**src/lncc_pkg.sv**
```systemverilog
package lncc_pkg;

  localparam int MAX_COLUMNS = 10;
  localparam int SET_W       = 10;
  localparam int CAT_W       = 3;
  localparam int OP_W        = 2;
  localparam int CFG_W       = 4;

  localparam int ADDR_W = MAX_COLUMNS;
  localparam int DEPTH  = 1 << ADDR_W;

  // A dependency query walks every mask bit, a non-dependency query every table column.
  localparam int WALK_N = (MAX_COLUMNS > SET_W) ? MAX_COLUMNS : SET_W;
  localparam int IDX_W  = $clog2(WALK_N + 1);
  localparam int CMP_W  = (IDX_W > CFG_W) ? IDX_W : CFG_W;

  localparam logic [CFG_W-1:0] CFG_RESET = CFG_W'(10);

  typedef logic [CAT_W-1:0] cat_t;

  localparam logic [OP_W-1:0] OP_WRITE  = 2'd0;
  localparam logic [OP_W-1:0] OP_DEP    = 2'd1;
  localparam logic [OP_W-1:0] OP_NONDEP = 2'd2;

  localparam cat_t CAT_UNVISITED       = 3'd0;
  localparam cat_t CAT_CAND_MIN_DEP    = 3'd1;
  localparam cat_t CAT_MIN_DEP         = 3'd2;
  localparam cat_t CAT_DEP             = 3'd3;
  localparam cat_t CAT_CAND_MAX_NONDEP = 3'd4;
  localparam cat_t CAT_MAX_NONDEP      = 3'd5;
  localparam cat_t CAT_NONDEP          = 3'd6;

  typedef struct packed {
    logic capture;
    logic clear;
    logic walk;
    logic load_out;
  } lncc_cmd_t;

  typedef struct packed {
    logic clear_last;
    logic in_query;
    logic walk_done;
    logic out_free;
  } lncc_sts_t;

endpackage

```
**src/lncc_ctrl.sv**
```systemverilog
module lncc_ctrl import lncc_pkg::*; (
  input  logic      clk,
  input  logic      rst,
  input  logic      in_valid,
  output logic      in_ready,
  input  lncc_sts_t sts,
  output lncc_cmd_t cmd
);

  typedef enum logic [1:0] {
    CLEAR,
    IDLE,
    WALK,
    DELIVER
  } state_t;

  state_t state;

  assign in_ready     = (state == IDLE);
  assign cmd.capture  = in_valid && in_ready;
  assign cmd.clear    = (state == CLEAR);
  assign cmd.walk     = (state == WALK);
  assign cmd.load_out = (state == DELIVER) && sts.out_free;

  always_ff @(posedge clk) begin
    if (rst) begin
      state <= CLEAR;
    end else begin
      unique case (state)
        CLEAR: begin
          if (sts.clear_last) state <= IDLE;
        end
        IDLE: begin
          if (cmd.capture) state <= sts.in_query ? WALK : DELIVER;
        end
        WALK: begin
          if (sts.walk_done) state <= DELIVER;
        end
        DELIVER: begin
          if (sts.out_free) state <= IDLE;
        end
      endcase
    end
  end

endmodule

```
**config.mk**
```make
export PLATFORM = sky130hd
export DESIGN_NAME = lncc_ctrl
export DESIGN_NICKNAME = d
export VERILOG_FILES = /design/src/lncc_pkg.sv /design/src/lncc_ctrl.sv
export SDC_FILE = /design/constraint.sdc
export NUM_CORES = 1
export LEC_CHECK = 0
export ABC_AREA = 1
export BUFFER_PORTS_ARGS = -buffer_cell sky130_fd_sc_hd__clkbuf_2
export CORE_AREA = 2 2 39 41
export DETAILED_ROUTE_END_ITERATION = 8
export DIE_AREA = 0 0 41 43
export PLACE_DENSITY = 0.34
export RECOVER_POWER = 50
export SYNTH_ARGS = -nofsm -noshare
export SYNTH_HDL_FRONTEND = slang
export SYNTH_SLANG_ARGS = --single-unit
```
**constraint.sdc**
```tcl
create_clock -name clk -period 1.44 [get_ports clk]
set_input_delay 0.288 -clock clk [delete_from_list [all_inputs] [get_ports clk]]
set_output_delay 0.288 -clock clk [all_outputs]
set_load 0.01 [all_outputs]
```
* After elaboration in Yosys (flattened, before gate mapping)
Cells that the tools add are included.
W data, S select, Z words.
** Word-level totals
- Flip-flop bits (word level) :: 2
- Input bits :: 7
- Output and inout port bits :: 5
- Logic and storage cells :: 18
** Operators by class
- Equal/unequal tests :: 7
- Muxes and demuxes :: 6
- Reductions and logical operators :: 4
** Operators with widths (number)
- $mux W2 :: 4
- $pmux W2 S4 :: 1
- $ne A2 B2 Y1 const B :: 3
- $eq A2 B2 Y1 const B :: 2
- $reduce_and A4 Y1 :: 1
- $eq A2 B1 Y1 const B :: 1
- $logic_and A1 B1 Y1 :: 2
- $logic_not A2 Y1 :: 1
- $ne A2 B1 Y1 const B :: 1
- $mux W1 :: 1

* Longest topological paths before layout
- Depth after elaboration :: 4
- Gate-level depth with buffers :: 8
- Gate-level depth less buffers :: 8

* Worst setup path after synthesis
No wires, ideal clock.
- Kind :: reg2reg
- Start :: register state[0]
- End :: register state[0]
- Library setup time :: 113 ps
- Data arrival time :: 1059 ps
- Required time :: 1327 ps
- Slack :: 268 ps
- Cell stages (with the launch flop) :: 9
- Buffers on the path :: 0
- Period minus slack after synthesis :: 1172 ps
- Cells stage by stage :: dfxtp_1 > inv_1 > ha_1 > nand2_1 > nand2_2 > nor2_4 > nand2_1 > nand2_1 > nor2_1
** RTL lines
- start, declared :: line lncc_ctrl.sv:17 : state_t state;
- start signal, assigned :: line lncc_ctrl.sv:34 : if (cmd.capture) state <= sts.in_query ? WALK : DELIVER;

==> summary.txt <==
GRT
  – Vias in the first global route: 203
  – Global-route wire length before repair: 696 um
  – Largest net degree at the start of global routing: 5
  – Total track usage: 6.41%
  – Grt ovf: 0
  – Initial antenna violation count: 0

Layout
  – Area delta synth->final: 44.4%
  – Layout cell share with drive strength beyond 1: 37.3%
  – Max reg flops: 2
  – Commonest non-fill, non-tap cell in the layout: inv_1
  – Biggest register: state
  – Most frequent cells in the layout: inv_1, nand2_1, clkbuf_2, nor2_1
  – Diode count: 0
  – Finished layout cell area: 322 sq um
  – Regs by FF count: state: 2 flops
  – Nets: 64

Route
  – Residual DRC count: 0
  – Routed wire per std cell: 6.16 um
  – Vias: about 230
  – Vias per inst: 3.37
  – Total Wirelength: 413 um
  – Antenna-violating nets left: 0
  – Drt first pass iters: 2
  – 1st-iter DRT viols: 2

Synth
  – Netlist Area Pre-Place: 223 sq um
  – Area leader, netlist: ha_1
  – Syn Nets: 48
  – Ranking of synthesized cells by area: ha_1, inv_1, dfxtp_1
  – Sequential share of the synthesized area: 18.0%
  – Synth Register Bits: 2
  – Synth cell types: 8
  – Synthesized netlist cell count: 37
  – Synth top area share: 22.5%
  – Yosys warning total: 0
  – Mean area per synthesized cell: 6.02 sq um

STA
  – Hold_ws: 300 ps
  – Final Slew Violations: 0
  – Final setup viols: 0
  – Final hold violation count: 0
  – Relative slew slack: 90.4%
  – Worst-Margin Slew: 144 ps
  – Max frequency: ~0.74 GHz
  – RSZ-0062 raised after global routing: yes
  – Setup TNS: 0 ps
  – Clock Skew: 2.51 ps
  – Final Cycle Share: 93.2%
  – Fin worst setup slack: approximately 98 ps
  – Post-layout min period: about 1300 ps

Critical path
  – Critical path's largest stage delay: 320 ps
  – Critical path data required time: roughly 1200 ps
  – Crit path cell chain: inv_1 > ha_2 > nand2_1 > inv_1 > clkbuf_2
  – Crit Path Category: register to primary output
  – Crit end category: primary output
  – Slowest CP cell: dfxtp_2
  – CP arrival: roughly 1100 ps
  – Setup crit start kind: register
  – CP Max Fanout: 4
  – Most frequent CP cell: inv_1

CTS
  – Clock root buffer: clkbuf_4
  – Reg clk slew, reported paths: 30 ps
  – Clock Sinks: 2
  – Clock Path Buffers: 2
  – Inserted Clock Buffers: 3
  – H-tree Lvls: 1
  – TritonCTS clock tree: built
  – Clk_lat worst skew: 220 ps
  – Post-CTS setup repair buffer count: 0

Floorplan
  – Rows: 14
  – DIE AREA: 1760 sq um
  – Die Y: between 40 and 50 um
  – Die width: ~40 um
  – Core box area: 1380 sq um
  – Initial Util: 16.1%
  – # IOs: 12

Placement
  – RD Place Congestion: 0.607
  – Detailed Place HPWL: between 300 and 400 um
  – Post-DP Area: 298 sq um
  – PortBufs: 11
  – Dpl ws: approximately 210 ps

Power
  – VDD IR max: 0.000511 V
  – Power, Total: around 0.64 mW
  – PwrDens: a little under 2000 nW/um^2
  – Static leakage: 0.217 nW

Run status
  – Status: complete, no violations

Min path
  – Hold Path Class: input pin to register

Flow run
  – Max-cap viol count: 0
through the flow:
stage | util (%) | std cells
after floorplan | - | 37
after global placement | 21.5 | 64
after CTS | 23.2 | 67
after detailed placement | 21.5 | 64
after global routing | 23.2 | 67
final | 23.2 | 67
power breakdown:
group          switching (mW)  internal (mW)  total, mW
logic                   0.229          0.168      0.398
registers              0.0300         0.0885      0.118
clock network          0.0311         0.0919      0.123
total                   0.290          0.349      0.639
worst paths after layout:
path / startpoint / end / slack, ps / depth (start not counted)
worst max-delay path: state[1] / cmd[3] / 100 / 5
worst min-delay path: rst / state[1] / 300 / 4
worst max register to register: state[0] / state[0] / 220 / 8
worst min register to register: state[1] / state[1] / 510 / 2
logic make-up after synthesis:
kind of cell,synth area share (%)
buf+inv,20.2
compound gates,2.25
flops,18.0
fa+ha+maj,22.5
simple gates,37.1
synth_stat cells:
cell,count
nor2_1,4
inv_1,12
ha_1,4
dfxtp_1,2
nor2_4,1
nand2_2,3
nand2_1,10
a21oi_1,1
worst max-delay path: cells and delay by family, from the launching register on:
family        cells  cell delay (ps)
simple gates      1               60
fa+ha+maj         1              210
flops             1              320
buf+inv           3              240
final cells by class:
type | instances | area (sq um)
Fill cell | 169 | 1060
Multi-Input combinational cell | 23 | 138
Timing Repair Buffer | 11 | 55.1
Inverter | 12 | 45.0
Sequential cell | 2 | 41.3
Clock buffer | 3 | 22.5
Tap cell | 16 | 20.0
metal layers:
| layer | part of all wire (%) | GRT usage (%) |
|---|---|---|
| met1 | 45 | 5.75 |
| met4 | 0 | 6.00 |
| met3 | 11 | 4.71 |
| met2 | 44 | 8.75 |
| met5 | 0 | 0 |
what timing repair did:
item                                    4_1_cts  5_1_grt
hold endpoints to repair                      0        0
cloned                                        0        0
endpoints found under the setup margin        1        1
hold buffers                                  0        0
gates resized for setup                       1        1
(Power assumes the default switching activity.)
