===== config.mk =====
export PLATFORM = sky130hd
export DESIGN_NAME = lncc_dp
export DESIGN_NICKNAME = d
export VERILOG_FILES = /design/src/lncc_pkg.sv /design/src/lncc_ram.sv /design/src/lncc_dp.sv
export SDC_FILE = /design/constraint.sdc
export NUM_CORES = 2
export LEC_CHECK = 0
export ABC_AREA = 1
export BUFFER_PORTS_ARGS = -buffer_cell sky130_fd_sc_hd__buf_2
export CAP_MARGIN = 0
export CORE_ASPECT_RATIO = 2
export CORE_MARGIN = 3
export CORE_UTILIZATION = 25
export CTS_CLUSTER_SIZE = 12
export DETAILED_ROUTE_END_ITERATION = 10
export PLACE_DENSITY = 0.37
export REMOVE_ABC_BUFFERS = 1
export SLEW_MARGIN = 5
export SYNTH_ARGS = -nofsm -noshare
export SYNTH_HDL_FRONTEND = slang
export SYNTH_SLANG_ARGS = --single-unit

===== constraint.sdc =====
create_clock -name clk -period 87.6 [get_ports clk]
set_input_delay 26.28 -clock clk [delete_from_list [all_inputs] [get_ports clk]]
set_output_delay 26.28 -clock clk [all_outputs]
set_load 0.005 [all_outputs]

===== src/lncc_pkg.sv =====
package lncc_pkg;

  localparam int MAX_COLUMNS = 10;
  localparam int SET_W       = 10;
  localparam int CAT_W       = 3;
  localparam int OP_W        = 2;
  localparam int CFG_W       = 4;

  localparam int ADDR_W = MAX_COLUMNS;
  localparam int DEPTH  = 1 << ADDR_W;

  // A dependency query walks every mask bit, a non-dependency query every table column.
  localparam int WALK_N = (MAX_COLUMNS > SET_W) ? MAX_COLUMNS : SET_W;
  localparam int IDX_W  = $clog2(WALK_N + 1);
  localparam int CMP_W  = (IDX_W > CFG_W) ? IDX_W : CFG_W;

  localparam logic [CFG_W-1:0] CFG_RESET = CFG_W'(10);

  typedef logic [CAT_W-1:0] cat_t;

  localparam logic [OP_W-1:0] OP_WRITE  = 2'd0;
  localparam logic [OP_W-1:0] OP_DEP    = 2'd1;
  localparam logic [OP_W-1:0] OP_NONDEP = 2'd2;

  localparam cat_t CAT_UNVISITED       = 3'd0;
  localparam cat_t CAT_CAND_MIN_DEP    = 3'd1;
  localparam cat_t CAT_MIN_DEP         = 3'd2;
  localparam cat_t CAT_DEP             = 3'd3;
  localparam cat_t CAT_CAND_MAX_NONDEP = 3'd4;
  localparam cat_t CAT_MAX_NONDEP      = 3'd5;
  localparam cat_t CAT_NONDEP          = 3'd6;

  typedef struct packed {
    logic capture;
    logic clear;
    logic walk;
    logic load_out;
  } lncc_cmd_t;

  typedef struct packed {
    logic clear_last;
    logic in_query;
    logic walk_done;
    logic out_free;
  } lncc_sts_t;

endpackage


===== src/lncc_ram.sv =====
module lncc_ram #(
  parameter int WIDTH = 3,
  parameter int DEPTH = 1024
) (
  input  logic                     clk,
  input  logic                     we,
  input  logic [$clog2(DEPTH)-1:0] waddr,
  input  logic [WIDTH-1:0]         wdata,
  input  logic [$clog2(DEPTH)-1:0] raddr,
  output logic [WIDTH-1:0]         rdata
);

  logic [WIDTH-1:0] mem [DEPTH];

  always_ff @(posedge clk) begin
    if (we) begin
      mem[waddr] <= wdata;
    end
    rdata <= mem[raddr];
  end

endmodule


===== src/lncc_dp.sv =====
module lncc_dp import lncc_pkg::*; (
  input  logic             clk,
  input  logic             rst,
  input  logic             cfg_we,
  input  logic [CFG_W-1:0] cfg_data,
  input  lncc_cmd_t        cmd,
  output lncc_sts_t        sts,
  input  logic [OP_W-1:0]  op,
  input  logic [SET_W-1:0] column_set,
  input  cat_t             category_in,
  output logic             rsp_valid,
  input  logic             rsp_ready,
  output cat_t             category_out
);

  logic [CFG_W-1:0]  column_count;
  logic [OP_W-1:0]   op_q;
  logic [WALK_N-1:0] set_q;
  cat_t              res;
  logic [IDX_W-1:0]  idx;
  logic              pend;
  logic [ADDR_W-1:0] clr_addr;

  logic              ram_we;
  logic [ADDR_W-1:0] ram_waddr;
  cat_t              ram_wdata;
  logic [ADDR_W-1:0] ram_raddr;
  cat_t              ram_rdata;

  logic [WALK_N-1:0] set_in;
  logic [WALK_N-1:0] onehot;
  logic [WALK_N-1:0] probe;
  logic              bit_set;
  logic              idx_end;
  logic              below_cnt;
  logic              is_dep;
  logic              relevant;
  logic              hit_unvisited;
  logic              hit_settled;
  logic              decided;
  cat_t              walk_res;

  assign set_in = WALK_N'(column_set);
  assign onehot = WALK_N'(1) << idx;
  assign probe  = set_q ^ onehot;

  assign bit_set   = |(set_q & onehot);
  assign idx_end   = (idx == IDX_W'(WALK_N));
  assign below_cnt = (CMP_W'(idx) < CMP_W'(column_count)) &&
                     (CMP_W'(idx) < CMP_W'(MAX_COLUMNS));
  assign is_dep    = (op_q == OP_DEP);
  assign relevant  = is_dep ? bit_set : (!bit_set && below_cnt);

  // The read issued for one column is judged from the registered read data, while the next column issues.
  assign hit_unvisited = (ram_rdata == CAT_UNVISITED);
  assign hit_settled   = is_dep ? (ram_rdata == CAT_MIN_DEP || ram_rdata == CAT_DEP)
                                : (ram_rdata == CAT_MAX_NONDEP || ram_rdata == CAT_NONDEP);
  assign decided       = pend && (hit_unvisited || hit_settled);

  always_comb begin
    if (decided) begin
      if (hit_unvisited) walk_res = is_dep ? CAT_CAND_MIN_DEP : CAT_CAND_MAX_NONDEP;
      else               walk_res = is_dep ? CAT_DEP : CAT_NONDEP;
    end else begin
      walk_res = is_dep ? CAT_MIN_DEP : CAT_MAX_NONDEP;
    end
  end

  assign ram_we    = cmd.clear || (cmd.capture && op == OP_WRITE);
  assign ram_waddr = cmd.clear ? clr_addr : set_in[ADDR_W-1:0];
  assign ram_wdata = cmd.clear ? CAT_UNVISITED : category_in;
  assign ram_raddr = probe[ADDR_W-1:0];

  lncc_ram #(
    .WIDTH (CAT_W),
    .DEPTH (DEPTH)
  ) u_store (
    .clk   (clk),
    .we    (ram_we),
    .waddr (ram_waddr),
    .wdata (ram_wdata),
    .raddr (ram_raddr),
    .rdata (ram_rdata)
  );

  assign sts.clear_last = (clr_addr == ADDR_W'(DEPTH - 1));
  assign sts.in_query   = (op == OP_DEP) || (op == OP_NONDEP);
  assign sts.walk_done  = decided || idx_end;
  assign sts.out_free   = !rsp_valid || rsp_ready;

  always_ff @(posedge clk) begin
    if (rst) begin
      column_count <= CFG_RESET;
      clr_addr     <= '0;
      idx          <= '0;
      pend         <= 1'b0;
      rsp_valid    <= 1'b0;
    end else begin
      if (cfg_we) column_count <= cfg_data;
      if (cmd.clear) clr_addr <= clr_addr + 1'b1;
      if (cmd.capture) begin
        idx  <= '0;
        pend <= 1'b0;
      end else if (cmd.walk && !sts.walk_done) begin
        pend <= relevant;
        idx  <= idx + 1'b1;
      end
      if (cmd.load_out) begin
        rsp_valid <= 1'b1;
      end else if (rsp_ready) begin
        rsp_valid <= 1'b0;
      end
    end
  end

  always_ff @(posedge clk) begin
    if (cmd.capture) begin
      op_q  <= op;
      set_q <= set_in;
      res   <= (op == OP_WRITE) ? category_in : CAT_UNVISITED;
    end else if (cmd.walk && sts.walk_done) begin
      res <= walk_res;
    end
    if (cmd.load_out) category_out <= res;
  end

endmodule


**Word-level counts from Yosys, hierarchy flattened**

Memories as Yosys holds them, arrays and structs flattened. A register that Yosys moved wholly into a read port is not among the register bits.
Cells that the tools add are included.

- Add/subtract/negate cells: 2
- Order comparisons: 2
- Equal/unequal tests: 9
- Shifts and indexed selects: 1
- Muxes and demuxes: 16
- Bitwise gates (word level): 2
- Reductions and logical operators: 22

Operator list:

| operator | number |
|---|---|
| $mux W3 | 9 |
| $add A10 B1 Y10 const B | 1 |
| $and A10 B10 Y10 | 1 |
| $eq A10 B10 Y1 const B | 1 |
| $mux W10 | 1 |
| $reduce_or A10 Y1 | 1 |
| $shl A1 B4 Y10 const A | 1 |
| $xor A10 B10 Y10 | 1 |
| $logic_or A1 B1 Y1 | 7 |
| $eq A3 B2 Y1 const B | 2 |
| $eq A3 B3 Y1 const B | 2 |
| $logic_and A1 B1 Y1 | 6 |
| $mux W1 | 6 |
| $add A4 B1 Y4 const B | 1 |
| $eq A2 B1 Y1 const B | 2 |
| $eq A4 B4 Y1 const B | 1 |
| $lt A4 B4 Y1 | 1 |
| $lt A4 B4 Y1 const B | 1 |
| $reduce_bool A2 Y1 | 2 |
| $logic_not A1 Y1 | 3 |
| $logic_not A3 Y1 | 1 |
| $eq A2 B2 Y1 const B | 1 |
| $logic_not A2 Y1 | 1 |
| $reduce_or A2 Y1 | 1 |

- Register bits: 38
- Bits in writable memories: 3072
- Input port bits: 27
- Output and inout bits: 8
- Logic and storage cells: 64
- Memories: 1

Memories:

| memory | depth | bits a word | read ports | clocked after Yosys merged registers in | wr ports | line | source |
|---|---|---|---|---|---|---|---|
| u_store.mem | 1024 | 3 | 1 | 1 | 1 | lncc_ram.sv:13 | `logic [WIDTH-1:0] mem [DEPTH];` |

**Longest topological paths before layout**

- Depth after elaboration: 9
- Mapped depth: 22
- Gate-level depth less buffers: 18

**Modules after synthesis**

A second synthesis with hierarchy kept.

- Cell total of the unflattened synthesis: 11538
- Area, all modules: 130366.3 µm²

By module, submodules not included:

| module | instances | cells each | area each (µm²) | sequential area each (µm²) |
|---|---|---|---|---|
| lncc_ram | 1 | 11278 | 128276.8 | 92308.5 |
| lncc_dp | 1 | 260 | 2089.5 | 940.9 |

**Least setup slack after synthesis**

Ideal clock, no wire load.

- Kind: input port to flip-flop
- Start: input category_in[0]
- End: memory u_store.mem[0][0] (data pin)
- Library setup time: 5.039 ns
- Data arrival time: 50.147 ns
- Data required time: 82.561 ns
- Path slack: 32.413 ns
- Stages: 2
- Buffers on the path: 0
- Cell sequence: inv_1 nor2_1

- Cells in the longest elaborated chain, start to end: 1

RTL lines:

| element | line | source |
|---|---|---|
| start, declared | lncc_dp.sv:10 | `input cat_t category_in,` |
| $mux W3 | lncc_dp.sv:71 | `assign ram_wdata = cmd.clear ? CAT_UNVISITED : category_in;` |
| net ram_wdata[0] | lncc_dp.sv:26 | `cat_t ram_wdata;` |
| end, declared | lncc_ram.sv:13 |  |

The timed path passes the listed nets, and every way through them passes these cells.

==> results.json <==
{
  "io_pins": 35,
  "powerDensity_nw_per_um2": 23.01,
  "wl_per_cell_microns": 25.45,
  "synth-seq-cells": 3113,
  "cts_root_buf": "clkbuf_16",
  "critical_path.most_common_cell": "buf_2",
  "cts_tree": "done",
  "fin_ws_ps": 34460,
  "die_width_microns": 514.7,
  "leakage_nw": 48.07,
  "drc": 0,
  "clock-sinks": 3113,
  "whs_ps": 425.9,
  "utilization_pct": 28.09,
  "drt_iter0_drc": 6492,
  "share_seq_of_total_power_pct": 49.2,
  "cts-htree-levels": 5,
  "ant_nets": 0,
  "syn_inst": 11523,
  "cts_setup_buffers": 0,
  "crit_buf_inv": 3,
  "clock_path_buffers": 4,
  "p_int_mw": 2.411,
  "gp_congestion": 0.7791,
  "critPathLaunchType": "input pin",
  "routed_wl_mm": 458.6,
  "crit_chain": "buf_2 -> inv_1 -> ha_1 -> buf_2",
  "layout.nets": 11221,
  "ys_seq_area_share_pct": 72.08,
  "outcome": "finished, final reports clean",
  "final_cells": 18023,
  "ys.flop_type": "edfxtp_1",
  "postSynthAreaPerCell_sq_um": 11.23,
  "core-area_sq_um": 515700,
  "combinationalPowerShare_pct": 14.3,
  "drv_slew": 0,
  "grtUsageTotal_pct": 16.94,
  "grt_pass1_wl_mm": 645.8,
  "r2r_start": "idx[1]$_SDFFE_PP0P_",
  "crit_type": "input pin to output pin",
  "ys_types": 28,
  "cp.required_ps": 61320,
  "async_flop_share_pct": 0,
  "ir_drop_uv": 14.89,
  "cts_resized": 0,
  "maxCapViolCount": 0,
  "grt-ovfl-total": 0,
  "fmax_mhz": 18.82,
  "worstMarginPinSlew_ps": 1133,
  "mostFrequentLayoutCells": "3150 x nand2_1, 3090 x edfxtp_1, 3066 x nand3_1, 1077 x nor2_1, 320 x clkbuf_16",
  "postCtsHoldBufs": 0,
  "cp-startpoint": "op[0]",
  "p_clk_share_pct": 36.5,
  "dp_worst_setup_slack_ps": 34470,
  "worstPathArrival_ps": 26860,
  "yosysWarnings": 0,
  "cp_top_family": "adder cells",
  "grt_pass1_vias": 90373,
  "antenna_found_initial": 35,
  "die_y_mm": 1.023,
  "period_needed_ps": 53140,
  "worstHoldStart": "res[0]$_DFFE_PP_",
  "worstRegToRegCells": 21,
  "netlist_area_sq_um": 129400,
  "cpPeakStageDelay_ps": 290,
  "num-fill-cells": 53062,
  "fin_crit_sh_pct": 60.66,
  "dieArea_sq_um": 526700,
  "final_area_sq_um": 144900,
  "fin_tns_setup_ps": 0,
  "hold_class": "flop to flop",
  "area_delta_synth_final_pct": 11.99,
  "max-slew-margin-rel_pct": 24.46,
  "clk_pin_slew_worst_paths_ps": 60,
  "switchingPower_mw": 0.9237,
  "finalHoldViolCount": 0,
  "drive_above_1_share_pct": 5.609,
  "synth_edf_count": 3090,
  "p_sw_share_pct": 27.70,
  "worstHoldPathCells": 0,
  "skew_ps": 34.11,
  "cp-end-kind": "output pin",
  "crit_path_max_fanout": 2,
  "setup_viol": 0,
  "slowest_stage": "ha_1",
  "dpl.cell_count": 17616,
  "place_hpwl_mm": 249.8,
  "placed_area_sq_um": 136400,
  "portBuffers": 34,
  "dr_total_vias": 86258,
  "final_common_cell": "nand2_1",
  "start_util_pct": 25.09,
  "vias_per_cell": 4.786,
  "rsz0062_at_grt": "no",
  "grt_max_degree": 198,
  "clkLatencyLatePin_ps": 900,
  "cp.depth": 4,
  "firstDrtPassIters": 8,
  "cts_inserted_buffers": 305,
  "num_rows": 373,
  "finalPower_mw": 3.334
}
[cell type report]
cell class                      instances  area, sq um  area share (%)
Tap cell                             6750         8446           5.829
Antenna cell                            5        12.51        0.008636
Inverter                               89        370.4          0.2556
Sequential cell                      3113        93250           64.36
Timing Repair Buffer                  218         1827           1.261
Multi-Input combinational cell       7446        32510           22.44
Clock buffer                          367         8204           5.663
Clock inverter                         35        259.0          0.1788
[power groups by stage]
| stage | clock network, mW | logic (mW) | registers [mW] |
|---|---|---|---|
| floorplan | 0 | 0.482 | 1.70 |
| global placement | 0 | 0.483 | 1.67 |
| detailed placement | 0 | 0.488 | 1.67 |
| CTS | 1.26 | 0.488 | 1.64 |
| global route | 1.31 | 0.528 | 1.64 |
| finish | 1.22 | 0.477 | 1.64 |
[worst reg2reg max path: stages (launching register included)]
cell     delay, ps
dfxtp_1        370
inv_1          140
ha_1           170
inv_1           70
nor3_1         260
ha_4           410
inv_8          740
buf_4          620
buf_12         390
buf_12         770
buf_4          920
nand3_1        270
nand3_1        140
nand3_1        100
nand3_1        200
nand3_1        340
nand3_1        220
nand3_1        300
nand3_1        210
nand2_1        170
nand2_1        120
nand2_1        180
[metal layers]
layer	track usage, %	part of all wire, %	wire [microns]	vias to the layer above
met5	0	0	0	-
met4	6.091	3.8	17590	0
met3	1.543	3.9	17960	587
met2	32.44	54	246100	2136
met1	19.29	39	176900	44034
li1	-	-	-	39501
[final timing paths]
kind         slack [ps]                        end
max reg2reg       80310   u_store.rdata[0]$_DFF_P_
max               34460                     sts[2]
min                 430  category_out[0]$_DFFE_PP_
min reg2reg         430  category_out[0]$_DFFE_PP_
[logic make-up (layout without fill, tap and decap cells)]
kind of cell / Yosys count / in the layout / share of synthesized area (%)
other cells: 0 / 5 / 0
simple gates: 7378 / 7378 / 24.45
buf+inv: 964 / 709 / 3.062
compound gates: 47 / 47 / 0.1992
fa+ha+maj: 21 / 21 / 0.2031
flops: 3113 / 3113 / 72.08
[state kept, by name, indices dropped and copies added (netlist names)]
name and count:
column_count 4, set_q 10, u_store.rdata 3, res 3
rsp_valid 1, clr_addr 10, op_q 2, category_out 3
idx 4, pend 1, u_store.mem 3072
[synthesized netlist by cell type (5+ instances only)]
library cell	count	area [sq um]
a21oi_1	19	95.09
buf_1	106	397.9
buf_2	265	1326
clkbuf_1	501	1881
dfxtp_1	23	460.4
edfxtp_1	3090	92790
ha_1	21	262.8
inv_1	79	296.5
inv_2	8	30.03
nand2_1	3177	11930
nand3_1	3072	15370
nand4_1	8	50.05
nor2_1	1080	4054
nor2_2	6	37.54
nor3_1	23	115.1
o21ai_0	18	90.09
o21ai_2	5	43.79
(Power assumes the default switching activity.)
